**src/rtl/core/linear_probe_hash_table_macros.svh**
```systemverilog
// Assertion macros for the hash table RTL, used by lpht_ctrl.
// Each macro expects clk and rst_n in the scope where it is used.
`ifndef LINEAR_PROBE_HASH_TABLE_MACROS_SVH
`define LINEAR_PROBE_HASH_TABLE_MACROS_SVH

// Same-cycle implication, checked outside reset.
`define LPHT_ASSERT_IMPL(label, ante, cons, msg) \
    label: assert property (@(posedge clk) disable iff (!rst_n) (ante) |-> (cons)) \
        else $error(msg);

// Next-cycle implication, checked outside reset.
`define LPHT_ASSERT_NEXT(label, ante, cons, msg) \
    label: assert property (@(posedge clk) disable iff (!rst_n) (ante) |=> (cons)) \
        else $error(msg);

`endif

```
**src/rtl/core/lpht_pkg.sv**
```systemverilog
// Shared types and codes for the linear probing hash table.
// No dependencies; imported by every module of the block but lpht_ram.
`default_nettype none

package lpht_pkg;

    localparam int KEY_W      = 31;
    localparam int VALUE_W    = 32;
    localparam int SLOT_IDX_W = 10;

    localparam logic [1:0] ACT_INSERT = 2'd0;
    localparam logic [1:0] ACT_LOOKUP = 2'd1;
    localparam logic [1:0] ACT_DELETE = 2'd2;

    localparam logic [1:0] STATUS_OK        = 2'd0;
    localparam logic [1:0] STATUS_NOT_FOUND = 2'd1;
    localparam logic [1:0] STATUS_FULL      = 2'd2;

    typedef struct packed {
        logic               used;
        logic [KEY_W-1:0]   key;
        logic [VALUE_W-1:0] value;
    } slot_entry_t;

    typedef struct packed {
        logic [1:0]            status;
        logic [VALUE_W-1:0]    found_value;
        logic [SLOT_IDX_W-1:0] slot_index;
    } lpht_result_t;

endpackage

`default_nettype wire

```
**src/rtl/core/lpht_mod.sv**
```systemverilog
// Home slot unit: key modulo the slot count.
// A mask for a power-of-two count, else a reciprocal multiply, then a subtraction.
// Depends on lpht_pkg.
`default_nettype none

module lpht_mod
    import lpht_pkg::*;
#(
    parameter int SLOTS = 1024
) (
    input  wire logic                     clk,
    input  wire logic                     rst_n,
    input  wire logic                     start,
    input  wire logic [KEY_W-1:0]         key,
    output      logic                     done,
    output      logic [$clog2(SLOTS)-1:0] rem
);

    localparam int IDX_W   = $clog2(SLOTS);
    localparam bit IS_POW2 = ((SLOTS & (SLOTS - 1)) == 0);
    localparam int SHIFT   = KEY_W + IDX_W;
    localparam int PROD_W  = 2 * KEY_W + 1;
    // The rounded-up reciprocal gives an exact quotient for every key of KEY_W bits.
    localparam longint unsigned RECIP_L = ((64'd1 << SHIFT) + SLOTS - 1) / SLOTS;
    localparam logic [KEY_W:0]     RECIP     = (KEY_W + 1)'(RECIP_L);
    localparam logic [IDX_W-1:0]   SLOTS_LOW = IDX_W'(SLOTS);

    logic              stage_reg;
    logic              done_reg;
    logic [KEY_W-1:0]  key_reg;
    logic [PROD_W-1:0] prod_reg;
    logic [IDX_W-1:0]  rem_reg;
    logic [KEY_W-1:0]  quot;
    logic [IDX_W-1:0]  quot_low_prod;

    // The remainder is below SLOTS, so only the low index bits of the product matter.
    assign quot          = KEY_W'(prod_reg >> SHIFT);
    assign quot_low_prod = quot[IDX_W-1:0] * SLOTS_LOW;

    always_ff @(posedge clk or negedge rst_n)
    begin
        if (!rst_n)
        begin
            stage_reg <= 1'b0;
            done_reg  <= 1'b0;
            key_reg   <= '0;
            prod_reg  <= '0;
            rem_reg   <= '0;
        end
        else
        begin
            done_reg  <= (start && IS_POW2) || stage_reg;
            stage_reg <= start && !IS_POW2;
            if (start)
            begin
                key_reg  <= key;
                prod_reg <= key * RECIP;
                rem_reg  <= key[IDX_W-1:0];
            end
            else if (stage_reg)
            begin
                rem_reg <= key_reg[IDX_W-1:0] - quot_low_prod;
            end
        end
    end

    assign done = done_reg;
    assign rem  = rem_reg;

endmodule

`default_nettype wire

```
**config.mk**
```make
export PLATFORM = sky130hd
export DESIGN_NAME = lpht_mod
export DESIGN_NICKNAME = d
export VERILOG_FILES = /design/src/rtl/core/linear_probe_hash_table_macros.svh /design/src/rtl/core/lpht_pkg.sv /design/src/rtl/core/lpht_mod.sv
export SDC_FILE = /design/constraint.sdc
export NUM_CORES = 1
export LEC_CHECK = 0
export BUFFER_PORTS_ARGS = -buffer_cell sky130_fd_sc_hd__buf_4
export CAP_MARGIN = 20
export CORE_MARGIN = 2
export CORE_UTILIZATION = 33
export DETAILED_ROUTE_END_ITERATION = 16
export HOLD_SLACK_MARGIN = 0.15
export MAX_ROUTING_LAYER = met4
export PLACE_DENSITY = 0.78
export SYNTH_ARGS = -nofsm -noshare
export SYNTH_HDL_FRONTEND = slang
export SYNTH_SLANG_ARGS = --single-unit
```
**constraint.sdc**
```tcl
create_clock -name clk -period 1.02 [get_ports clk]
set_input_delay 0.153 -clock clk [delete_from_list [all_inputs] [get_ports clk]]
set_output_delay 0.153 -clock clk [all_outputs]
set_load 0.1 [all_outputs]
```
==> impl_metrics.toml <==
[global_route]
grt_max_degree = 12
grt.met2_usage_pct = 23.4
antenna_found_initial = 0
use_met3_pct = 10.6
overflow = 0
grt_pass1_vias = 328
track_usage_pct = 15.3
grt_use_met1_pct = 15.5
grt_pass1_wl_um = 1440
busiest_layer = "met2"

[timing]
fin_crit_ns = 1.10
finalSetupViolations = 10
finalMaxSlewViolations = 0
hold_viol = 0
relSlewSlack_pct = 86.7
finalCritPeriodShare_pct = 107
setup_ws_ns = -0.0755
worst_pin_slew_ns = 0.199
rsz0062_at_grt = "yes"
max_freq_mhz = 913
skew_ns = 0
whs_ns = 0.243

[floorplanning]
fp.dieH_um = 40.4
initial_core_util_pct = 34.4
row_count = 13
die-area_um2 = 1630
io_pins = 45
die_x_um = 40.4
core_um2 = 1270

[placed_design]
globalplace.congestion = 0.546
port_buffers = 23
place_area_um2 = 656

[finish]
diodes = 0
layout-drive-gt1-share_pct = 78.3
seqCellArea_um2 = 314
fill_cells = 94
area_delta_synth_final_pct = 113
multi_input_area_um2 = 150
fin_nets = 95
final_cell_area_um2 = 931
largest_reg_flops = 10

[clock_network]
htree_levels = 1
clk_latency_ns = 0.26
cts.sinks = 11
path_clk_slew_ns = 0.07
cts_max_path_buffers = 2
cts_inserted_buffers = 3
cts_tree = "done"
root_buffer = "clkbuf_4"

[worst_setup_path]
crit_required_ns = 0.87
cpLargestDelayFamily = "flip-flops"
critPathKind = "flop to output port"
rr_worst_depth = 1
cp_num_buf_inv = 1
cp.arrival_ns = 0.94
slowest_stage = "dfrtp_4"
critPathMaxStageDelay_ns = 0.50
cp_num_cells = 1
critPathLaunchType = "flop"
r2r-end = "rem[2]"
cp_cell_sequence = "buf_12"
end_kind = "output port"
critPathMaxFanout = 2
ff2ff_setup_slack_ns = 0.13
critPathCapture = "rem[3]"
worstSetupStartpoint = "rem[3]"
r2r-start = "rem[2]"

[route]
via_per_inst = 4.32
vias = 324
drc = 0
ant_nets = 0
routed_wl_um = 959
drtIter0Drc = 2
first_pass_iters = 3
routedWlPerCell_um = 12.8

[yosys]
synth_top_family_by_area = "multiplexers"
synthMostInstantiatedCell = "dfrtp_1"
synth_edf_count = 0
postSynthCellCount = 22
async_flop_share_pct = 100
syn-mean-instance-area_um2 = 19.8
synth-compound-area-share_pct = 0
netlist_area_um2 = 437
synth_mux_area_share_pct = 34.4
yosys.area.top_type = "dfrtp_1"
synthXorXnorAreaFrac_pct = 0
syn-num-nets = 56
synth_flop_cell = "dfrtp_1"
yosysWarnings = 0
yosys-top-cells-area = "dfrtp_1 63%, mux2_4 34%, buf_6 2.6%"
synth_commonest_cells = "11 x dfrtp_1, 10 x mux2_4, 1 x buf_6"
ys_types = 3
ys_seq_area_share_pct = 63.0
synth-simple-area-share_pct = 0
yosysTopAreaCellShare_pct = 63.0
synth_adder_area_share_pct = 0
synth_seq_cells = 11

[power_and_ir_drop]
power_density_nw_per_um2 = 1610
p_leak_uw = 0.000423
ir_worst_vdd_mv = 0.958

[status]
failed_checks = "negative setup slack"
status = "finished, violations left"

[hold_path]
min_path_type = "input port to async pin"

[job]
drv_cap = 0
==> stage by stage <==
| step | util [%] | total power [uW] | setup TNS, ns | setup WS, ns | cells |
|---|---|---|---|---|---|
| floorplan | - | 927 | -0.0684 | -0.00684 | 22 |
| finish | 73.4 | 1490 | -0.664 | -0.0755 | 75 |
| CTS | 73.4 | 1510 | -0.743 | -0.0824 | 75 |
| global placement | 51.7 | 1040 | 0 | 0.172 | 59 |
| detailed placement | 51.7 | 1040 | 0 | 0.165 | 59 |
| global route | 73.4 | 1560 | -0.983 | -0.112 | 75 |
==> logic make-up after synthesis <==
logic type / Yosys count
buffers and inverters: 1
DFF: 11
muxes: 10
==> metal layers <==
layer / up-vias / wire length, um
met1: 155 / 387
met4: 0 / 7
met2: 17 / 483
met3: 2 / 80
met5: - / 0
li1: 150 / -
==> cells in the final DEF, fill, tap and decap left out <==
cell type,instances
dlygate4sd3_1,12
buf_4,12
mux2_4,10
buf_12,10
dfrtp_4,10
clkbuf_4,3
clkbuf_1,1
dfrtp_2,1
buf_6,1
==> power by group <==
group / internal [uW] / switching [uW]
clock: 151 / 143
combinational: 274 / 374
sequential: 504 / 47.6
==> final cells by class <==
cell class / count / area share, %
Timing Repair Buffer: 35 / 45.3
Sequential cell: 11 / 33.7
Multi-Input combinational cell: 10 / 16.1
Clock buffer: 4 / 2.82
Tap cell: 15 / 2.02
==> how the worst min path moves through the flow <==
stage / start / end / slack (ns) / depth (start not counted)
final: rst_n / rem[9] / 0.24 / 2
after global routing: rst_n / rem[9] / 0.24 / 2
after CTS: rst_n / rem[9] / 0.25 / 2
after detailed placement: rst_n / rem[9] / -0.008 / 1
after global placement: rst_n / rem[9] / -0.006 / 1
after floorplan: rst_n / done / -0.14 / 0
==> repair_timing <==
item / CTS / global route
resized for setup: 31 / 0
hold buffers: 12 / 0
endpoints found under the setup margin: 11 / 11
hold endpoints to repair: 22 / 0
buffers inserted: 0 / 0
No activity file was read; power rests on OpenSTA's default activity.
