File: src/rtl/core/linear_probe_hash_table_macros.svh
// Assertion macros for the hash table RTL, used by lpht_ctrl.
// Each macro expects clk and rst_n in the scope where it is used.
`ifndef LINEAR_PROBE_HASH_TABLE_MACROS_SVH
`define LINEAR_PROBE_HASH_TABLE_MACROS_SVH

// Same-cycle implication, checked outside reset.
`define LPHT_ASSERT_IMPL(label, ante, cons, msg) \
    label: assert property (@(posedge clk) disable iff (!rst_n) (ante) |-> (cons)) \
        else $error(msg);

// Next-cycle implication, checked outside reset.
`define LPHT_ASSERT_NEXT(label, ante, cons, msg) \
    label: assert property (@(posedge clk) disable iff (!rst_n) (ante) |=> (cons)) \
        else $error(msg);

`endif

File: src/rtl/core/lpht_pkg.sv
// Shared types and codes for the linear probing hash table.
// No dependencies; imported by every module of the block but lpht_ram.
`default_nettype none

package lpht_pkg;

    localparam int KEY_W      = 31;
    localparam int VALUE_W    = 32;
    localparam int SLOT_IDX_W = 10;

    localparam logic [1:0] ACT_INSERT = 2'd0;
    localparam logic [1:0] ACT_LOOKUP = 2'd1;
    localparam logic [1:0] ACT_DELETE = 2'd2;

    localparam logic [1:0] STATUS_OK        = 2'd0;
    localparam logic [1:0] STATUS_NOT_FOUND = 2'd1;
    localparam logic [1:0] STATUS_FULL      = 2'd2;

    typedef struct packed {
        logic               used;
        logic [KEY_W-1:0]   key;
        logic [VALUE_W-1:0] value;
    } slot_entry_t;

    typedef struct packed {
        logic [1:0]            status;
        logic [VALUE_W-1:0]    found_value;
        logic [SLOT_IDX_W-1:0] slot_index;
    } lpht_result_t;

endpackage

`default_nettype wire

File: src/rtl/core/lpht_ctrl.sv
// Probe sequencer: clears the slot RAM after reset, then runs one request at a time,
// reading one slot per cycle and writing back on insert or delete.
// Depends on lpht_pkg and linear_probe_hash_table_macros.svh.
`default_nettype none
`include "linear_probe_hash_table_macros.svh"

module lpht_ctrl
    import lpht_pkg::*;
#(
    parameter int SLOTS = 1024
) (
    input  wire logic                     clk,
    input  wire logic                     rst_n,
    input  wire logic                     in_valid,
    output      logic                     in_ready,
    input  wire logic [1:0]               in_action,
    input  wire logic [KEY_W-1:0]         in_key,
    input  wire logic [VALUE_W-1:0]       in_value,
    output      logic                     mod_start,
    input  wire logic                     mod_done,
    input  wire logic [$clog2(SLOTS)-1:0] mod_rem,
    output      logic                     mem_we,
    output      logic [$clog2(SLOTS)-1:0] mem_waddr,
    output      slot_entry_t              mem_wdata,
    output      logic                     mem_re,
    output      logic [$clog2(SLOTS)-1:0] mem_raddr,
    input  wire slot_entry_t              mem_rdata,
    output      logic                     res_valid,
    input  wire logic                     res_ready,
    output      lpht_result_t             res
);

    localparam int IDX_W = $clog2(SLOTS);
    localparam logic [IDX_W-1:0] LAST_IDX = IDX_W'(SLOTS - 1);

    typedef enum logic [2:0] {
        ST_CLEAR,
        ST_IDLE,
        ST_HASH,
        ST_CHECK,
        ST_DONE
    } state_t;

    state_t             state_reg;
    logic [1:0]         act_reg;
    logic [KEY_W-1:0]   key_reg;
    logic [VALUE_W-1:0] val_reg;
    logic [IDX_W-1:0]   idx_reg;
    logic [IDX_W-1:0]   cnt_reg;
    logic [IDX_W-1:0]   clr_reg;
    lpht_result_t       res_reg;

    logic               accept;
    logic               hit;
    logic               empty;
    logic               lap_end;
    logic [IDX_W-1:0]   idx_next;
    logic [IDX_W+SLOT_IDX_W-1:0] idx_ext;

    assign accept   = in_valid && in_ready;
    assign in_ready = (state_reg == ST_IDLE);
    assign hit      = mem_rdata.used && (mem_rdata.key == key_reg);
    assign empty    = !mem_rdata.used;
    assign lap_end  = (cnt_reg == LAST_IDX);
    assign idx_next = (idx_reg == LAST_IDX) ? '0 : idx_reg + 1'b1;
    assign idx_ext  = {{SLOT_IDX_W{1'b0}}, idx_reg};

    assign mod_start = accept && (in_action == ACT_INSERT || in_action == ACT_LOOKUP
                                  || in_action == ACT_DELETE);

    // Memory port control. Writes happen only in the clearing pass and when a probe ends.
    always_comb
    begin
        mem_we    = 1'b0;
        mem_waddr = idx_reg;
        mem_wdata = '0;
        mem_re    = 1'b0;
        mem_raddr = idx_next;
        case (state_reg)
            ST_CLEAR:
            begin
                mem_we    = 1'b1;
                mem_waddr = clr_reg;
            end
            ST_HASH:
            begin
                mem_re    = mod_done;
                mem_raddr = mod_rem;
            end
            ST_CHECK:
            begin
                if (act_reg == ACT_INSERT && (hit || empty))
                begin
                    mem_we    = 1'b1;
                    mem_wdata = '{used: 1'b1, key: key_reg, value: val_reg};
                end
                else if (act_reg == ACT_DELETE && hit)
                begin
                    mem_we = 1'b1;
                end
                else if (!hit && !empty && !lap_end)
                begin
                    mem_re = 1'b1;
                end
            end
            default:
            begin
            end
        endcase
    end

    always_ff @(posedge clk or negedge rst_n)
    begin
        if (!rst_n)
        begin
            state_reg <= ST_CLEAR;
            act_reg   <= '0;
            key_reg   <= '0;
            val_reg   <= '0;
            idx_reg   <= '0;
            cnt_reg   <= '0;
            clr_reg   <= '0;
            res_reg   <= '0;
        end
        else
        begin
            unique case (state_reg)
                ST_CLEAR:
                begin
                    clr_reg <= clr_reg + 1'b1;
                    if (clr_reg == LAST_IDX)
                    begin
                        state_reg <= ST_IDLE;
                    end
                end
                ST_IDLE:
                begin
                    if (accept)
                    begin
                        act_reg <= in_action;
                        key_reg <= in_key;
                        val_reg <= in_value;
                        res_reg <= '{status: STATUS_NOT_FOUND, default: '0};
                        if (mod_start)
                        begin
                            state_reg <= ST_HASH;
                        end
                        else
                        begin
                            state_reg <= ST_DONE;
                        end
                    end
                end
                ST_HASH:
                begin
                    if (mod_done)
                    begin
                        idx_reg   <= mod_rem;
                        cnt_reg   <= '0;
                        state_reg <= ST_CHECK;
                    end
                end
                ST_CHECK:
                begin
                    if (hit || (empty && act_reg == ACT_INSERT))
                    begin
                        res_reg.status     <= STATUS_OK;
                        res_reg.slot_index <= idx_ext[SLOT_IDX_W-1:0];
                        if (act_reg == ACT_LOOKUP)
                        begin
                            res_reg.found_value <= mem_rdata.value;
                        end
                        state_reg <= ST_DONE;
                    end
                    else if (empty)
                    begin
                        state_reg <= ST_DONE;
                    end
                    else if (lap_end)
                    begin
                        if (act_reg == ACT_INSERT)
                        begin
                            res_reg.status <= STATUS_FULL;
                        end
                        state_reg <= ST_DONE;
                    end
                    else
                    begin
                        idx_reg <= idx_next;
                        cnt_reg <= cnt_reg + 1'b1;
                    end
                end
                ST_DONE:
                begin
                    if (res_ready)
                    begin
                        state_reg <= ST_IDLE;
                    end
                end
                default:
                begin
                    state_reg <= ST_IDLE;
                end
            endcase
        end
    end

    assign res_valid = (state_reg == ST_DONE);
    assign res       = res_reg;

    `LPHT_ASSERT_IMPL(a_no_rw_same_slot, mem_we && mem_re, mem_waddr != mem_raddr, "read and write hit the same slot")
    `LPHT_ASSERT_IMPL(a_no_write_when_ready, in_ready, !mem_we, "slot RAM written while taking a request")
    `LPHT_ASSERT_NEXT(a_hash_to_probe, state_reg == ST_HASH && mod_done, state_reg == ST_CHECK, "home slot ready but no probe started")
    `LPHT_ASSERT_NEXT(a_write_ends_probe, state_reg == ST_CHECK && mem_we, state_reg == ST_DONE, "probe continued after writing a slot")

endmodule

`default_nettype wire

File: config.mk
export PLATFORM = sky130hd
export DESIGN_NAME = lpht_ctrl
export DESIGN_NICKNAME = d
export VERILOG_FILES = /design/src/rtl/core/lpht_pkg.sv /design/src/rtl/core/lpht_ctrl.sv
export VERILOG_INCLUDE_DIRS = /design/src /design/src/rtl/core
export SDC_FILE = /design/constraint.sdc
export NUM_CORES = 1
export LEC_CHECK = 0
export BUFFER_PORTS_ARGS = -buffer_cell sky130_fd_sc_hd__buf_2
export CAP_MARGIN = 30
export CELL_PAD_IN_SITES_DETAIL_PLACEMENT = 0
export CELL_PAD_IN_SITES_GLOBAL_PLACEMENT = 1
export CORE_UTILIZATION = 36
export DETAILED_ROUTE_END_ITERATION = 16
export PLACE_DENSITY = 0.79
export SYNTH_ARGS = -nofsm -noshare
export SYNTH_HDL_FRONTEND = slang
export SYNTH_SLANG_ARGS = --single-unit
File: constraint.sdc
create_clock -name clk -period 2.5 [get_ports clk]
set_clock_uncertainty 0.15 [all_clocks]
set_input_delay 0.125 -clock clk [delete_from_list [all_inputs] [get_ports clk]]
set_output_delay 0.125 -clock clk [all_outputs]
set_load 0.01 [all_outputs]
==> impl_metrics.json <==
{
  "status": "finished, violations left",
  "violations": "setup timing",
  "tightest_slew_ns": 0.568,
  "cp-startpoint": "key_reg[10]",
  "hold_violations": 0,
  "grt-ovfl-total": 0,
  "ant_nets": 0,
  "largest_register_ffs": 44,
  "syn_area_per_cell_um2": 9.13,
  "drive_gt1_share_pct": 32.4,
  "yosysTopAreaCellShare_pct": 49.3,
  "maxCapViolations": 0,
  "synth-seq-area-share_pct": 49.3,
  "setup_slack_ns": -0.344,
  "drtIter0Drc": 363,
  "syn_inst": 790,
  "critical_path_arrival_ns": 2.57,
  "post_drt_via_cell_ratio": 4.88,
  "async_flop_share_pct": 100,
  "crit_chain": "xor2_1 -> nor4_1 -> nand4_1 -> or2_4 -> a21oi_4 -> buf_12 -> clkbuf_16 -> and2_1 -> buf_2",
  "io_pins": 277,
  "worstRegToRegCells": 8,
  "min-delay-start": "mod_rem[6]",
  "slew_headroom_pct": 62.1,
  "grt_setup_unrepaired": "true",
  "p_leak_nw": 5.82,
  "end_kind": "output pin",
  "fmax_mhz": 352,
  "via_count": 7185,
  "synthAdderAreaFrac_pct": 0.521,
  "synth_area_leaders": "dfrtp_1 (49%), nand2_1 (14%), and2_1 (5.8%)",
  "critPathLaunchType": "flip-flop",
  "synthFlopType": "dfrtp_1",
  "grt_max_degree": 67,
  "row_count": 51,
  "insertion_delay_ns": 0.41,
  "period_minus_slack_ns": 2.84,
  "place_congestion": 0.849,
  "grt_pass1_wl_um": 36100,
  "post-route-period-util_pct": 114,
  "dieArea_um2": 20600,
  "final_cell_count_no_fill": 1472,
  "root_buffer": "clkbuf_16",
  "cts_tree": "built",
  "ir_worst_vdd_v": 0.000572,
  "clock-sinks": 142,
  "crit_path_top_delay_cell": "dfrtp_1",
  "power.density_nw_per_um2": 878,
  "path_max_fanout": 11,
  "cts_buffers": 17,
  "first_pass_iters": 5,
  "yosys.cell_types.count": 58,
  "grt.total_usage_pct": 22.8,
  "min_path_cells": 4,
  "first_global_vias": 7056,
  "areaGrowthSynthToFinish_pct": 52.6,
  "drt-total-wl_um": 24100,
  "nets": 1340,
  "max_stage_delay_ns": 0.43,
  "yosys.area.top_type": "dfrtp_1",
  "antenna_found_initial": 1,
  "finalMaxSlewViolations": 0,
  "initial_core_util_pct": 36.9,
  "setup_viol": 71,
  "port_buffers": 276,
  "synth-edff-count": 0,
  "core-area_um2": 19500,
  "required_ns": 2.23,
  "syn_nets": 937,
  "ys_ff_latch": 142,
  "r2r_start": "key_reg[10]",
  "routed_wire_length_per_instance_um": 16.3,
  "fin_tns_setup_ns": -20.45,
  "worstSetupPathType": "flip-flop to output pin",
  "die_y_um": 144,
  "path_clk_slew_ns": 0.06,
  "htreeDepth": 4,
  "die_w_um": 144,
  "syn-cell-area_um2": 7210,
  "synthMuxAreaShare_pct": 3.14,
  "final_util_pct": 56.4,
  "yosysWarnings": 0,
  "synthXorXnorAreaFrac_pct": 5.83,
  "min_path_type": "primary input to flip-flop",
  "synth-simple-area-share_pct": 26.2,
  "synth_top_family_by_area": "simple AND/OR/NAND/NOR gates",
  "post-route-drc-count": 0,
  "cts_buffer_depth": 2,
  "placed_cells": 1319,
  "synth-compound-area-share_pct": 10.5,
  "dp.final_hpwl_um": 15900
}
==> synthesized netlist by cell type, types with 3 or more instances <==
cell type and instances:
o221ai_1 4, buf_6 13, xnor2_1 9, inv_1 9, o21ai_0 22, buf_2 5
nor2_1 22, dfrtp_1 142, nor4_1 7, a21oi_1 5, a22oi_1 4, mux2_2 5
xor2_1 39, a21o_1 3, clkbuf_1 32, o311ai_0 4, o31ai_1 4, and2_1 67
nand4_1 10, ha_1 3, mux2i_1 14, nor3_1 7, a22o_1 32, nand3_1 20
and3_1 3, nand2_1 264
==> per-stage QoR <==
step                      hold WS (ns)  cell area (um2)  total power, mW  setup WS [ns]
after CTS                      0.00221            10800             9.67         -0.351
after global routing            0.0646            11000             10.4         -0.513
after floorplan                 -0.321             7210             5.58          0.345
after global placement         -0.0159             9000             6.86         0.0726
after detailed placement       -0.0140             9000             6.92         0.0499
final                           0.0303            11000             9.66         -0.344
==> where the power goes <==
group / switching (mW) / internal (mW) / leakage (nW) / total [mW]
clock: 1.02 / 1.50 / 0.276 / 2.52
combinational: 1.99 / 1.54 / 3.70 / 3.53
sequential: 0.604 / 3.01 / 1.84 / 3.61
==> cells in the final DEF (no fill, tap or decap), drive strengths merged, types with 2 or more instances in the layout <==
| master | netlist | layout |
|---|---|---|
| a211o | 2 | 2 |
| a211oi | 2 | 2 |
| a21o | 3 | 3 |
| a21oi | 6 | 6 |
| a22o | 32 | 32 |
| a22oi | 4 | 4 |
| a32oi | 2 | 2 |
| and2 | 67 | 67 |
| and3 | 3 | 3 |
| buf | 18 | 321 |
| bufinv | 0 | 2 |
| clkbuf | 32 | 23 |
| clkinv | 0 | 5 |
| clkinvlp | 0 | 4 |
| dfrtp | 142 | 142 |
| dlygate4sd3 | 0 | 109 |
| ha | 3 | 3 |
| inv | 9 | 11 |
| mux2 | 7 | 7 |
| mux2i | 14 | 14 |
| nand2 | 265 | 265 |
| nand3 | 20 | 20 |
| nand4 | 10 | 10 |
| nor2 | 23 | 23 |
| nor3 | 10 | 10 |
| nor3b | 2 | 2 |
| nor4 | 7 | 7 |
| o211ai | 2 | 2 |
| o21ai | 23 | 23 |
| o21bai | 2 | 2 |
| o221ai | 4 | 4 |
| o311ai | 4 | 4 |
| o31ai | 4 | 4 |
| or3 | 2 | 2 |
| xnor2 | 9 | 9 |
| xor2 | 39 | 39 |
==> final cells by class <==
class	instances	area [um2]
fillers	1724	8520
flip-flops and latches	142	3560
multi-input cells	589	3420
repair buffers	434	3080
clock buffers	19	443
well taps	265	332
clock inverters	13	140
inverters	9	33.8
diodes	1	2.50
==> routing by layer <==
layer	track usage (%)	wire [um]	part of all wire, %	up-vias
met5	0	0	0	-
met4	8.45	474	2.0	0
met3	4.13	1290	5.4	37
met2	39.9	12200	51	258
met1	27.8	10000	42	3448
li1	-	-	-	3442
==> path summary, 6_finish.rpt <==
kind / endpoint / slack, ns
worst max register to register: idx_reg[3] / -0.03
max in group asynchronous: res[17] / 1.32
min in group asynchronous: val_reg[19] / 0.08
worst max-delay path: mem_wdata[60] / -0.34
worst min register to register: val_reg[28] / 0.31
worst min-delay path: idx_reg[6] / 0.03
==> cells by family after synthesis <==
group	after synthesis
AND/OR/NAND/NOR	417
flip-flops	142
AO/OA/AOI/OAI	100
buffers and inverters	59
XOR/XNOR	48
multiplexers	21
adder cells (fa/ha/maj)	3
==> critical path: cells and delay by family, from the launching register on <==
kind / cells / cell delay [ns]
simple gates: 4 / 0.99
buf+inv: 3 / 0.45
flops: 1 / 0.43
xor+xnor: 1 / 0.16
compound gates: 1 / 0.14
==> timing repair <==
action	in CTS	in global routing
setup buffers	4	1
pin swaps	4	4
gates resized for setup	5	29
hold buffers	109	0
hold endpoints to repair	161	0
setup endpoints to repair	66	132
cloned	1	5
(Power assumes the default switching activity.)
